--- config.mk ---
export PLATFORM = sky130hd
export DESIGN_NAME = prd_div_cell
export DESIGN_NICKNAME = d
export VERILOG_FILES = /design/src/rtl/prd_pkg.sv /design/src/rtl/prd_div_cell.sv
export SDC_FILE = /design/constraint.sdc
export NUM_CORES = 1
export LEC_CHECK = 0
export BUFFER_PORTS_ARGS = -buffer_cell sky130_fd_sc_hd__buf_2
export CAP_MARGIN = 10
export CELL_PAD_IN_SITES_DETAIL_PLACEMENT = 0
export CELL_PAD_IN_SITES_GLOBAL_PLACEMENT = 1
export CORE_AREA = 5 5 265 267
export CTS_CLUSTER_SIZE = 14
export DETAILED_ROUTE_END_ITERATION = 10
export DIE_AREA = 0 0 270 272
export PLACE_DENSITY_LB_ADDON = 0.1
export SLEW_MARGIN = 20
export SYNTH_ARGS = -nofsm -noshare
export SYNTH_HDL_FRONTEND = slang
export SYNTH_SLANG_ARGS = --single-unit
--- constraint.sdc ---
create_clock -name clk -period 1.5 [get_ports clk]
set_input_delay 0.225 -clock clk [delete_from_list [all_inputs] [get_ports clk]]
set_output_delay 0.225 -clock clk [all_outputs]
set_load 0.01 [all_outputs]
--- src/rtl/prd_pkg.sv ---
// Package for the pinhole ray direction unit.
// Holds field widths, register indexes, payload structs and inter-cell structs.
// No dependencies.
package prd_pkg;

	localparam int COMP_WIDTH = 16;
	localparam int FRAC_BITS  = 14;
	localparam int CAM_FRAC   = 12;
	localparam int CAM_WIDTH  = 16;
	localparam int REG_WIDTH  = 48;
	localparam int CAM_ALIGN  = FRAC_BITS - CAM_FRAC;
	localparam int PROD_W     = 33;
	localparam int MAG_W      = 37;
	localparam int LEN_W      = 6;
	localparam int NORM_W     = 31;
	localparam int SQ_W       = 64;
	localparam int ROOT_STEPS = 32;
	localparam int QUO_W      = 16;
	localparam int DIV_W      = 50;

	typedef logic [1:0] cfg_idx_t;
	localparam cfg_idx_t CFG_X_AXIS = 2'd0;
	localparam cfg_idx_t CFG_Y_AXIS = 2'd1;
	localparam cfg_idx_t CFG_NORMAL = 2'd2;
	localparam cfg_idx_t CFG_CAM    = 2'd3;

	typedef struct packed {
		logic signed [COMP_WIDTH-1:0] coord_x;
		logic signed [COMP_WIDTH-1:0] coord_y;
	} in_t;

	typedef struct packed {
		logic signed [COMP_WIDTH-1:0] dir_x;
		logic signed [COMP_WIDTH-1:0] dir_y;
		logic signed [COMP_WIDTH-1:0] dir_z;
		logic                         degenerate;
	} out_t;

	// data that rides alongside the root and divide cells
	typedef struct packed {
		logic [2:0][NORM_W-1:0] m;
		logic [2:0]             neg;
		logic                   degen;
	} side_t;

	typedef struct packed {
		logic [SQ_W-1:0] rem;
		logic [SQ_W-1:0] root;
		side_t           side;
	} sqrt_t;

	typedef struct packed {
		logic [2:0][DIV_W-1:0] rem;
		logic [DIV_W-1:0]      dvsr;
		logic [2:0][QUO_W-1:0] quo;
		side_t                 side;
	} div_t;

endpackage

--- src/rtl/prd_div_cell.sv ---
// One cell of the restoring divide chain: one quotient bit for all three lanes.
// Depends on prd_pkg.
module prd_div_cell #(
	parameter int SHIFT = 0
) (
	input  logic          clk,
	input  logic          arst_n,
	input  logic          en,
	input  logic          vld_i,
	input  prd_pkg::div_t d_i,
	output logic          vld_o,
	output prd_pkg::div_t d_o
);
	import prd_pkg::*;

	logic [DIV_W-1:0] sub;
	div_t             nxt;

	always_comb begin
		sub = d_i.dvsr << SHIFT;
		nxt = d_i;
		for (int i = 0; i < 3; i++) begin
			if (d_i.rem[i] >= sub) begin
				nxt.rem[i]        = d_i.rem[i] - sub;
				nxt.quo[i][SHIFT] = 1'b1;
			end
		end
	end

	always_ff @(posedge clk or negedge arst_n) begin
		if (!arst_n) begin
			vld_o <= 1'b0;
		end else if (en) begin
			vld_o <= vld_i;
		end
	end

	always_ff @(posedge clk) begin
		if (en) begin
			d_o <= nxt;
		end
	end

endmodule
==> impl_metrics.json <==
{
  "pin_count": 695,
  "nNetsFinal": 4126,
  "cts-buffers-inserted": 42,
  "clock_latency_ps": 560,
  "firstDrtPassIters": 5,
  "ys.flop_type": "edfxtp_1",
  "grt_max_degree": 51,
  "place_ws_ps": -2460,
  "synth_area_mm2": 0.0208,
  "whs_ps": 31.8,
  "drtAntennaViolNets": 0,
  "synth-simple-area-share": 0.105,
  "cp.arrival_ps": 3560,
  "cts_tree": "yes",
  "crit_type": "in -> reg",
  "gp_congestion": 0.950,
  "fmax_mhz": 308,
  "startpoint_type": "input port",
  "finalCritPeriodShare": 2.16,
  "die_h_um": 272,
  "antenna_found_initial": 28,
  "core_mm2": 0.0679,
  "final-hold-violation-count": 0,
  "hold_class": "in -> reg",
  "switching_share": 0.314,
  "final_common_cell": "buf_2",
  "p_leak_nw": 17.3,
  "place_area_mm2": 0.0303,
  "internal-power_mw": 24.2,
  "violations": "negative setup slack",
  "yosysSeqAreaShare": 0.498,
  "die_x_um": 270,
  "synth_top_family_by_area": "compound AO/OA/AOI/OAI gates",
  "finish.utilization": 0.557,
  "syn_to_final_growth_pct": 81.2,
  "max_cap_violations": 0,
  "placementRows": 96,
  "drt_iter0_markers": 1051,
  "worst_pin_slew_ps": 935,
  "rsz0062_at_grt": "yes",
  "synthArstFlopShare": 0.00289,
  "ff2ff_path_depth": 1,
  "vias": 22200,
  "synthAdderAreaFrac": 0.0929,
  "r2r_slack_ps": 750,
  "path_clk_slew_ps": 50,
  "clockBufferDepth": 3,
  "synth-compound-area-share": 0.178,
  "drc": 0,
  "p_clk_frac": 0.284,
  "power_density_mw_per_mm2": 934,
  "crit_path_end_kind": "flip-flop",
  "finalPower_mw": 35.3,
  "drive_gt1_frac": 0.500,
  "relSlewSlack": 0.361,
  "synth_fp_nets": 2433,
  "drt-vias-per-instance": 4.88,
  "muxShareOfSynthArea": 0.0311,
  "combPwrFrac": 0.367,
  "synth_edf_count": 345,
  "wl_per_cell_um": 22.7,
  "n_fill_cell": 6096,
  "ys_seq_elements": 346,
  "grtUsageTotal": 0.266,
  "routed_wl_mm": 103,
  "crit_start": "d_i[245]",
  "cts.sinks": 346,
  "die_area_mm2": 0.0734,
  "slew_viol_final": 0,
  "grt_overflow": 0,
  "grt_pass1_vias": 23400,
  "synth_xor_area_frac": 0.0571,
  "synthCells": 1931,
  "dp_hpwl_mm": 79.5,
  "finalWorstSetupSlack_ps": -1750,
  "setup_viol": 153,
  "period_minus_slack_ps": 3250,
  "status": "finished with violations",
  "ir_worst_vdd_uv": 778,
  "synth_area_per_cell_um2": 10.8,
  "final_area_mm2": 0.0378,
  "critPathMaxFanout": 5,
  "r2r_end": "vld_o$_DFFE_PN0P_",
  "root_buffer": "clkbuf_16",
  "endpoint": "d_o[248]$_DFFE_PP_",
  "grt_pass1_wl_mm": 149,
  "io_buffer_count": 694,
  "synth_cell_types": 78,
  "ys_warn_count": 0,
  "p_sw_mw": 11.1,
  "cp_data_required_time_ps": 1820,
  "r2r-start": "vld_o$_DFFE_PN0P_",
  "p_seq_frac": 0.349,
  "start_util": 0.307,
  "final_cell_mix": "buf_2, buf_4, edfxtp_1",
  "htree_num_levels": 2,
  "clock_skew_ps": 0
}
[repair_timing]
action | CTS | global route
hold buffers | 308 | 0
endpoints found under the setup margin | 156 | 157
gates cloned | 23 | 2
setup buffers | 49 | 35
hold endpoints to repair | 310 | 0
gates resized for setup | 387 | 172
pin swaps | 121 | 84
[power groups by stage]
stage / Sequential [mW] / Clock [mW] / Combinational [mW]
floorplan: 13.0 / 0 / 4.08
global placement: 12.5 / 0 / 9.97
detailed placement: 12.5 / 0 / 10.0
CTS: 12.3 / 10.3 / 12.5
global route: 12.4 / 10.7 / 13.8
finish: 12.3 / 10.0 / 12.9
[logic make-up after synthesis]
kind of cell               count (synthesis)
AOI/OAI and AO/OA                        596
adders and majority gates                153
and+or+nand+nor                          464
buffers and inverters                    184
xor gates and xnor gates                 136
DFF                                      346
muxes                                     52
[stage by stage]
stage,TNS [ps],cells
after floorplan,-243830,1931
after global routing,-234060,4540
after global placement,-333180,4070
final,-224350,4544
after detailed placement,-339670,4070
after CTS,-224910,4515
[per-layer routing]
| layer | wire length, µm | track usage |
|---|---|---|
| met5 | 144 | 0 |
| met4 | 3180 | 0.0790 |
| met3 | 5670 | 0.0539 |
| met2 | 52200 | 0.483 |
| met1 | 42000 | 0.320 |
[synth_stat cells (9+ instances only)]
master,n,area [µm²]
a21oi_1,158,791
and2_1,10,62.6
o211ai_1,13,97.6
o31ai_1,17,128
clkbuf_1,69,259
mux2_2,33,372
nand4_1,47,294
a31oi_1,18,113
xor2_1,58,508
and3_1,11,68.8
edfxtp_1,345,10400
nor2_1,77,289
nand2_1,196,736
o21a_1,18,135
nor4_1,9,56.3
a21o_1,86,646
mux2_4,17,255
nand3_1,36,180
nor2b_1,10,62.6
nand2b_1,21,131
nor3_1,20,100
o21bai_1,31,233
ha_1,150,1880
inv_1,96,360
a211oi_1,12,90.1
xnor2_1,78,683
o21ai_0,173,866
[worst min-delay path by stage]
stage,from,to,slack [ps],depth (start not counted)
after floorplan,arst_n,vld_o$_DFFE_PN0P_,-70,0
after global placement,arst_n,vld_o$_DFFE_PN0P_,3,1
after detailed placement,arst_n,vld_o$_DFFE_PN0P_,5,1
after CTS,d_i[246],d_o[246]$_DFFE_PP_,-4,2
after global routing,d_i[246],d_o[246]$_DFFE_PP_,10,2
final,d_i[246],d_o[246]$_DFFE_PP_,30,2
[flip-flops by register name, indices dropped and copies added, names as in the netlist]
signal / cells
d_o: 345
vld_o: 1
[critical path, cell delays in order]
cell      delay, ps
buf_6           100
inv_4            40
ha_4            120
inv_2            30
fa_2            340
a21oi_2         150
buf_6           140
o22ai_4          80
nor2_4          160
o211ai_4        110
a211o_1         340
o311a_1         330
o2111a_1        280
o31a_4          290
nor2_4          100
buf_12          140
buf_12          120
buf_16          130
mux2_4          300
[final cells by class]
| class | instances | area [µm²] | share of cell area |
|---|---|---|---|
| clock buffers | 48 | 1090 | 0.0290 |
| multi-input cells | 1401 | 11400 | 0.301 |
| flip-flops and latches | 346 | 10400 | 0.275 |
| well taps | 882 | 1100 | 0.0292 |
| clock inverters | 24 | 221 | 0.00586 |
| diodes | 10 | 25.0 | 0.000663 |
| repair buffers | 1737 | 13200 | 0.349 |
| inverters | 96 | 389 | 0.0103 |
(Power assumes the default switching activity.)
