==> src/rtl/prd_pkg.sv <==
// Package for the pinhole ray direction unit.
// Holds field widths, register indexes, payload structs and inter-cell structs.
// No dependencies.
package prd_pkg;

	localparam int COMP_WIDTH = 16;
	localparam int FRAC_BITS  = 14;
	localparam int CAM_FRAC   = 12;
	localparam int CAM_WIDTH  = 16;
	localparam int REG_WIDTH  = 48;
	localparam int CAM_ALIGN  = FRAC_BITS - CAM_FRAC;
	localparam int PROD_W     = 33;
	localparam int MAG_W      = 37;
	localparam int LEN_W      = 6;
	localparam int NORM_W     = 31;
	localparam int SQ_W       = 64;
	localparam int ROOT_STEPS = 32;
	localparam int QUO_W      = 16;
	localparam int DIV_W      = 50;

	typedef logic [1:0] cfg_idx_t;
	localparam cfg_idx_t CFG_X_AXIS = 2'd0;
	localparam cfg_idx_t CFG_Y_AXIS = 2'd1;
	localparam cfg_idx_t CFG_NORMAL = 2'd2;
	localparam cfg_idx_t CFG_CAM    = 2'd3;

	typedef struct packed {
		logic signed [COMP_WIDTH-1:0] coord_x;
		logic signed [COMP_WIDTH-1:0] coord_y;
	} in_t;

	typedef struct packed {
		logic signed [COMP_WIDTH-1:0] dir_x;
		logic signed [COMP_WIDTH-1:0] dir_y;
		logic signed [COMP_WIDTH-1:0] dir_z;
		logic                         degenerate;
	} out_t;

	// data that rides alongside the root and divide cells
	typedef struct packed {
		logic [2:0][NORM_W-1:0] m;
		logic [2:0]             neg;
		logic                   degen;
	} side_t;

	typedef struct packed {
		logic [SQ_W-1:0] rem;
		logic [SQ_W-1:0] root;
		side_t           side;
	} sqrt_t;

	typedef struct packed {
		logic [2:0][DIV_W-1:0] rem;
		logic [DIV_W-1:0]      dvsr;
		logic [2:0][QUO_W-1:0] quo;
		side_t                 side;
	} div_t;

endpackage

==> src/rtl/prd_sqrt_cell.sv <==
// One cell of the integer square root chain: settles one root bit per cell.
// Depends on prd_pkg.
module prd_sqrt_cell #(
	parameter int STEP = 0
) (
	input  logic           clk,
	input  logic           arst_n,
	input  logic           en,
	input  logic           vld_i,
	input  prd_pkg::sqrt_t d_i,
	output logic           vld_o,
	output prd_pkg::sqrt_t d_o
);
	import prd_pkg::*;

	localparam logic [SQ_W-1:0] BITV = SQ_W'(1) << (62 - 2*STEP);

	logic [SQ_W-1:0] trial;
	sqrt_t           nxt;

	always_comb begin
		trial = d_i.root + BITV;
		nxt   = d_i;
		if (d_i.rem >= trial) begin
			nxt.rem  = d_i.rem - trial;
			nxt.root = (d_i.root >> 1) + BITV;
		end else begin
			nxt.root = d_i.root >> 1;
		end
	end

	always_ff @(posedge clk or negedge arst_n) begin
		if (!arst_n) begin
			vld_o <= 1'b0;
		end else if (en) begin
			vld_o <= vld_i;
		end
	end

	always_ff @(posedge clk) begin
		if (en) begin
			d_o <= nxt;
		end
	end

endmodule

==> config.mk <==
export PLATFORM = sky130hd
export DESIGN_NAME = prd_sqrt_cell
export DESIGN_NICKNAME = d
export VERILOG_FILES = /design/src/rtl/prd_pkg.sv /design/src/rtl/prd_sqrt_cell.sv
export SDC_FILE = /design/constraint.sdc
export NUM_CORES = 1
export LEC_CHECK = 0
export BUFFER_PORTS_ARGS = -buffer_cell sky130_fd_sc_hd__buf_2
export CORE_AREA = 2 2 177 179
export DETAILED_ROUTE_END_ITERATION = 10
export DIE_AREA = 0 0 179 181
export PLACE_DENSITY = 0.65
export SLEW_MARGIN = 20
export SYNTH_ARGS = -nofsm -noshare
export SYNTH_HDL_FRONTEND = slang
export SYNTH_SLANG_ARGS = --single-unit
==> constraint.sdc <==
create_clock -name clk -period 0.8 [get_ports clk]
set_input_delay 0.12 -clock clk [delete_from_list [all_inputs] [get_ports clk]]
set_output_delay 0.12 -clock clk [all_outputs]
set_load 0.01 [all_outputs]
==> out/qor.yml, run 1 <==
route:
  ant_nets: 0
  drc: 0
  route.met3.wl_um: 3118
  dr.max_layer_used: "met5"
  vias: 12394
  wire_per_inst_um: 19.82
  route.met2.wl_um: 24560
  drt-vias-per-instance: 5.044
  totalWireLength_um: 48700
  wl_met1_um: 18900
  drt_iter0_markers: 824
  firstDrtPassIters: 5
floorplan:
  die-area_um2: 32400
  die_w_um: 179
  ios: 455
  die_y_um: 181
  placementRows: 64
  fp.coreArea_um2: 30350
  initial_utilization_pct: 39.63
synthesis:
  synth_cells: 1018
  synth-edff-count: 225
  synth_fp_nets: 1312
  synthArstFlopShare_pct: 0.4425
  synth_top_area_share_pct: 56.18
  ys_types: 68
  synthesis.area_um2: 12030
  synth_area_per_cell_um2: 11.81
  ys_seq_area_share_pct: 56.39
  synth_area_leader_cell: "edfxtp_1"
  ys_dominant_reg_cell: "edfxtp_1"
  synthTopCellsByArea: "edfxtp_1 56%, ha_1 6.7%, a21oi_1 4.2%"
  yosys_warnings: 0
  synth_seq_cells: 226
cts:
  clk_pin_slew_ns: 0.06
  clock_latency_ns: 0.54
  h-tree-depth: 1
  clock_path_buffers: 3
  postCtsHoldBufs: 216
  cts_tree: "built"
  cts-root-buf: "clkbuf_16"
  cts_sinks: 226
  cts_buffers: 27
setup_path:
  cpPeakStageDelay_ns: 0.30
  cp_max_fo: 8
  worstSetupEndpointType: "register"
  critPathLaunchType: "primary input"
  slowest_stage: "mux2_4"
  crit_path_cell_trace: "buf_2 > ha_4 > buf_6 > and4_1 > and4_4 > nand2_2 > a31o_1 > a31oi_4 > o211ai_1 > a31oi_4 > buf_8 > buf_12 > buf_12 > mux2_4"
  worst_ep_required_time_ns: 1.09
  worstPathArrival_ns: 2.66
  critPathKind: "primary input to register"
sta:
  slew_viol_final: 0
  tightest_slew_ns: 0.5542
  clock.fmax_mhz: 421.6
  fin_crit_ns: 2.372
  hold_ws_ns: -0.01155
  rsz0062_at_grt: "yes"
  relSlewSlack_pct: 62.97
  setup_viol: 292
  hold_viol: 2
  min_period_over_period_pct: 296.5
  worst_slack_ns: -1.572
  clock_skew_ns: 0
  finalSetupTns_ns: -188.20
finish:
  layout_commonest_cell: "buf_2"
  fin_util_pct: 72.44
  drive_gt1_share_pct: 50.71
  design_area_um2: 21980
  fill_cells: 2103
  final_cell_mix: "418 x buf_2, 316 x buf_4, 225 x edfxtp_1"
  nNetsFinal: 2329
  multiInputGateArea_um2: 5778
  area_growth_pct: 82.80
  regArea_um2: 6782
pwr:
  power_leakage_nw: 9.976
  p_per_area_nw_per_um2: 1837
  ir_worst_vdd_v: 0.001521
job:
  drv_cap: 0
outcome:
  outcome: "complete, but fails checks"
  violations: "negative hold slack, negative setup slack"
global_route:
  grt_pass1_vias: 12970
  antenna_found_initial: 9
  gr-total-overflow: 0
  grt_use_total_pct: 28.18
  grt_max_degree: 43
  grt_pass1_wl_um: 70840
min_path:
  hp-class: "primary input to register"
placement:
  place_area_um2: 17380
  dp_slack_ns: -2.339
  dp_hpwl_um: 33170
  place_congestion: 0.8825
  io_buffers: 454
[where the power goes]
group / switching, W / leakage, nW / internal [W]
clock: 0.00516 / 0.421 / 0.00718
sequential: 0.000399 / 2.21 / 0.0145
combinational: 0.00612 / 7.34 / 0.00703
total: 0.0117 / 9.98 / 0.0287
[layer usage]
metal | GRT usage [%] | vias to the layer above
met3 | 5.093 | 113
li1 | - | 5860
met5 | 0 | -
met4 | 10.44 | 6
met1 | 33.56 | 5932
met2 | 50.20 | 483
[cells in the mapped netlist (6+ instances only)]
cell type	number
o21ai_0	42
a211oi_1	6
nor3_1	16
a21oi_1	101
mux2_1	33
mux2_2	19
o21bai_1	17
a21o_1	41
nor2b_1	7
nor2_1	60
xor2_1	17
ha_1	64
edfxtp_1	225
nand2b_1	6
and4_1	6
clkbuf_1	25
o211ai_1	8
nand4_1	21
xnor2_1	39
nand3_1	10
o21ai_1	9
nand2_1	69
inv_1	87
[critical path, delay by kind of cell]
kind / cells / cell delay [ns]
compound gates: 4 / 0.77
buf+inv: 5 / 0.67
simple gates: 3 / 0.50
mux: 1 / 0.30
fa+ha+maj: 1 / 0.28
[cells by family (layout without fill, tap and decap cells)]
logic type                 count (synthesis)  count (layout)  synth area share [%]
buffers and inverters                    123            1160                 4.224
DFF                                      226             226                 56.39
adders and majority gates                 65              65                 6.825
muxes                                     53              53                 4.952
AOI/OAI and AO/OA                        272             272                 14.49
xor gates and xnor gates                  56              56                 4.078
other                                      0               6                     0
and+or+nand+nor                          223             223                 9.041
[sequential cells by signal, summed over array words and instances, names as in the netlist]
name	cells
d_o	225
vld_o	1
[stage by stage]
step | power, W | cells
4_1_cts | 0.03954 | 2440
5_1_grt | 0.04186 | 2457
3_3_place_gp | 0.02490 | 2156
6_report | 0.04038 | 2457
3_5_place_dp | 0.02506 | 2156
2_1_floorplan | 0.01993 | 1018
[cell type report]
class / instances / share of cell area (%)
Tap cell: 396 / 2.254
Timing Repair Buffer: 1024 / 35.01
Clock inverter: 18 / 0.8366
Clock buffer: 31 / 3.142
Antenna cell: 6 / 0.06829
Multi-Input combinational cell: 669 / 26.28
Inverter: 87 / 1.565
Sequential cell: 226 / 30.85
[path summary, 6_finish.rpt]
path / startpoint / end / slack [ns] / cells past startpoint
setup / recovery: d_i[177] / d_o[182]$_DFFE_PP_ / -1.57 / 14
hold / removal: d_i[194] / d_o[194]$_DFFE_PP_ / -0.01 / 3
setup reg to reg: vld_o$_DFFE_PN0P_ / vld_o$_DFFE_PN0P_ / 0.05 / 1
hold reg to reg: vld_o$_DFFE_PN0P_ / vld_o$_DFFE_PN0P_ / 0.52 / 1
max in group asynchronous: arst_n / vld_o$_DFFE_PN0P_ / 0.23 / 3
min in group asynchronous: arst_n / vld_o$_DFFE_PN0P_ / 0.46 / 3
[what timing repair did]
action                                  in CTS  in global routing
endpoints found under the setup margin     292                292
gates cloned                                 6                  2
pin swaps                                   32                 41
endpoints found under the hold margin      219                  2
setup buffers                               14                 15
resized for setup                          138                145
(Power assumes the default switching activity.)
==> inputs of run 2 (changes only) <==
==> constraint.sdc (replaced) <==
create_clock -name clk -period 0.8 [get_ports clk]
set_input_delay 0.12 -clock clk [delete_from_list [all_inputs] [get_ports clk]]
set_output_delay 0.12 -clock clk [all_outputs]
set_load 0.005 [all_outputs]
==> run 2 against run 1 <==
First-iteration DRC count down 16%. Critical path type unchanged. Final cell count about the same. Global-route usage about the same. Sequential share of layout area up 0.15 points. Die area unchanged. Total power down 1.6%. The flow still finishes with violations (negative hold slack, negative setup slack). Worst hold slack better by 0.0037 ns. Design area down 0.49%. Highest routed layer unchanged. Via count about the same.
==> out/qor.yml, run 2 (synthesis results as in run 1) <==
sta:
  worst_slack_ns: -1.571  # +0.001400 ns
  rsz0062_at_grt: "yes"
  relSlewSlack_pct: 64.22  # +1.2 points
  min_period_over_period_pct: 296.3  # about the same
  hold_ws_ns: -0.007822  # +0.003724 ns
  fin_crit_ns: 2.371  # -0.001400 ns
  clock.fmax_mhz: 421.8  # about the same
  tightest_slew_ns: 0.5355  # -0.01870 ns
  clock_skew_ns: 0  # unchanged
  slew_viol_final: 0  # unchanged
  setup_viol: 292  # unchanged
  finalSetupTns_ns: -184.89  # +3.304 ns
  hold_viol: 1  # -1
placement:
  place_area_um2: 17380  # unchanged
  io_buffers: 454  # unchanged
  dp_hpwl_um: 33170  # unchanged
  place_congestion: 0.8825  # unchanged
  place_inst: 2156  # unchanged
cts:
  clock_path_buffers: 3  # unchanged
  cts_tree: "built"
  postCtsHoldBufs: 216  # unchanged
  clk_pin_slew_ns: 0.06  # about the same
  cts_sinks: 226  # unchanged
  cts-root-buf: "clkbuf_16"
  h-tree-depth: 1  # unchanged
  cts_buffers: 27  # unchanged
  clock_latency_ns: 0.54  # about the same
pwr:
  power_switching_w: 0.01116  # -4.4%
  pwr-share-seq_pct: 37.4  # +0.5 points
  p_int_w: 0.02858  # -0.39%
  p_per_area_nw_per_um2: 1817  # -1.1%
  ir_worst_vdd_v: 0.001498  # -1.5%
  switching_share_pct: 28.09  # -0.84 points
  power.share.clock_pct: 30.9  # +0.3 points
  comb_power_share_pct: 31.7  # -0.9 points
  power_leakage_nw: 9.940  # -0.36%
job:
  drv_cap: 0  # unchanged
global_route:
  grt_use_total_pct: 28.15  # -0.033 points
  grt_max_degree: 43  # unchanged
  grt_pass1_vias: 12990  # +0.15%
  antenna_found_initial: 8  # -1
  grt_pass1_wl_um: 70750  # -0.14%
  gr-total-overflow: 0  # unchanged
route:
  firstDrtPassIters: 7  # +2
  wl_met1_um: 18860  # -0.23%
  vias: 12405  # +0.089%
  ant_nets: 0  # unchanged
  totalWireLength_um: 48370  # -0.68%
  route.met2.wl_um: 24170  # -1.6%
  wire_per_inst_um: 19.70  # -0.64%
  route.met3.wl_um: 3175  # +1.8%
  drt-vias-per-instance: 5.051  # +0.13%
  drc: 0  # unchanged
  drt_iter0_markers: 695  # -16%
  dr.max_layer_used: "met5"
outcome:
  outcome: "complete, but fails checks"
  violations: "negative hold slack, negative setup slack"
finish:
  fill_cells: 2109  # +0.29%
  layout_commonest_cell: "buf_2"
  final_cell_mix: "435 x buf_2, 316 x buf_4, 225 x edfxtp_1"
  largest_reg_flops: 225  # unchanged
  reg_top3: "d_o x225, vld_o x1"
  regMostFlops: "d_o"
  area_growth_pct: 81.90
  nNetsFinal: 2329  # unchanged
  stdcell_count: 2456  # -0.041%
  drive_gt1_share_pct: 50.71  # unchanged
  design_area_um2: 21880  # -0.49%
floorplan:
  die-area_um2: 32400  # unchanged
  initial_utilization_pct: 39.63  # unchanged
  fp.coreArea_um2: 30350  # unchanged
  ios: 455  # unchanged
  placementRows: 64  # unchanged
  die_y_um: 181  # unchanged
  die_w_um: 179  # unchanged
setup_path:
  worstPathArrival_ns: 2.66  # about the same
  critPathKind: "primary input to register"
  cp_max_fo: 8  # unchanged
  worst_ep_required_time_ns: 1.09  # about the same
  worstSetupEndpointType: "register"
  critPathLaunchType: "primary input"
min_path:
  hp-class: "primary input to register"
[run 2: timing repair]
action                                  CTS  global route
pin swaps                                32            41
cloned                                    6             2
endpoints found under the setup margin  292           292
resized for setup                       128           122
hold endpoints to repair                219             2
buffers inserted                         14            15
[run 2: layer usage]
| layer | GRT usage (%) | up-vias |
|---|---|---|
| li1 | - | 5853 |
| met4 | 10.86 | 6 |
| met3 | 5.219 | 117 |
| met1 | 33.41 | 5939 |
| met5 | 0 | - |
| met2 | 49.97 | 490 |
[run 2: per-stage QoR]
stage | util [%] | hold WS, ns | total power (W) | setup WS (ns)
after floorplan | - | -0.1756 | 0.01943 | -1.925
after global placement | 57.25 | -0.1041 | 0.02445 | -2.300
after detailed placement | 57.25 | -0.09911 | 0.02461 | -2.339
after CTS | 70.22 | -0.03154 | 0.03904 | -1.584
after global routing | 72.08 | -0.006326 | 0.04129 | -1.667
final | 72.08 | -0.007822 | 0.03975 | -1.571
[run 2: power groups by stage]
stage	logic (W)	registers (W)	clock network (W)
floorplan	0.00423	0.0152	0
global placement	0.00942	0.0150	0
detailed placement	0.00956	0.0151	0
CTS	0.0118	0.0148	0.0124
global route	0.0135	0.0150	0.0129
finish	0.0126	0.0149	0.0123
[run 2: worst max-delay path: stages]
cell,delay (ns)
buf_2,0.12
ha_4,0.28
buf_6,0.12
and4_1,0.19
and4_4,0.25
nand2_2,0.06
a31o_1,0.24
a31oi_4,0.18
o211ai_1,0.15
a31oi_4,0.20
buf_8,0.16
buf_12,0.12
buf_12,0.15
mux2_4,0.30
[run 2: final timing paths]
| check | start | to | slack [ns] | depth (start not counted) |
|---|---|---|---|---|
| min in group asynchronous | arst_n | vld_o$_DFFE_PN0P_ | 0.48 | 3 |
| max reg2reg | vld_o$_DFFE_PN0P_ | vld_o$_DFFE_PN0P_ | 0.05 | 1 |
| min reg2reg | vld_o$_DFFE_PN0P_ | vld_o$_DFFE_PN0P_ | 0.53 | 1 |
| max in group asynchronous | arst_n | vld_o$_DFFE_PN0P_ | 0.21 | 3 |
| min | d_i[194] | d_o[194]$_DFFE_PP_ | -0.008 | 3 |
| max | d_i[177] | d_o[182]$_DFFE_PP_ | -1.57 | 14 |
[run 2: final cells by class]
class	instances	area [um2]	area share, %
repair buffers	1024	7590	34.69
diodes	5	12.51	0.05720
multi-input cells	669	5778	26.41
inverters	87	344.1	1.573
clock inverters	18	183.9	0.8408
clock buffers	31	690.7	3.157
well taps	396	495.5	2.265
flip-flops and latches	226	6782	31.00
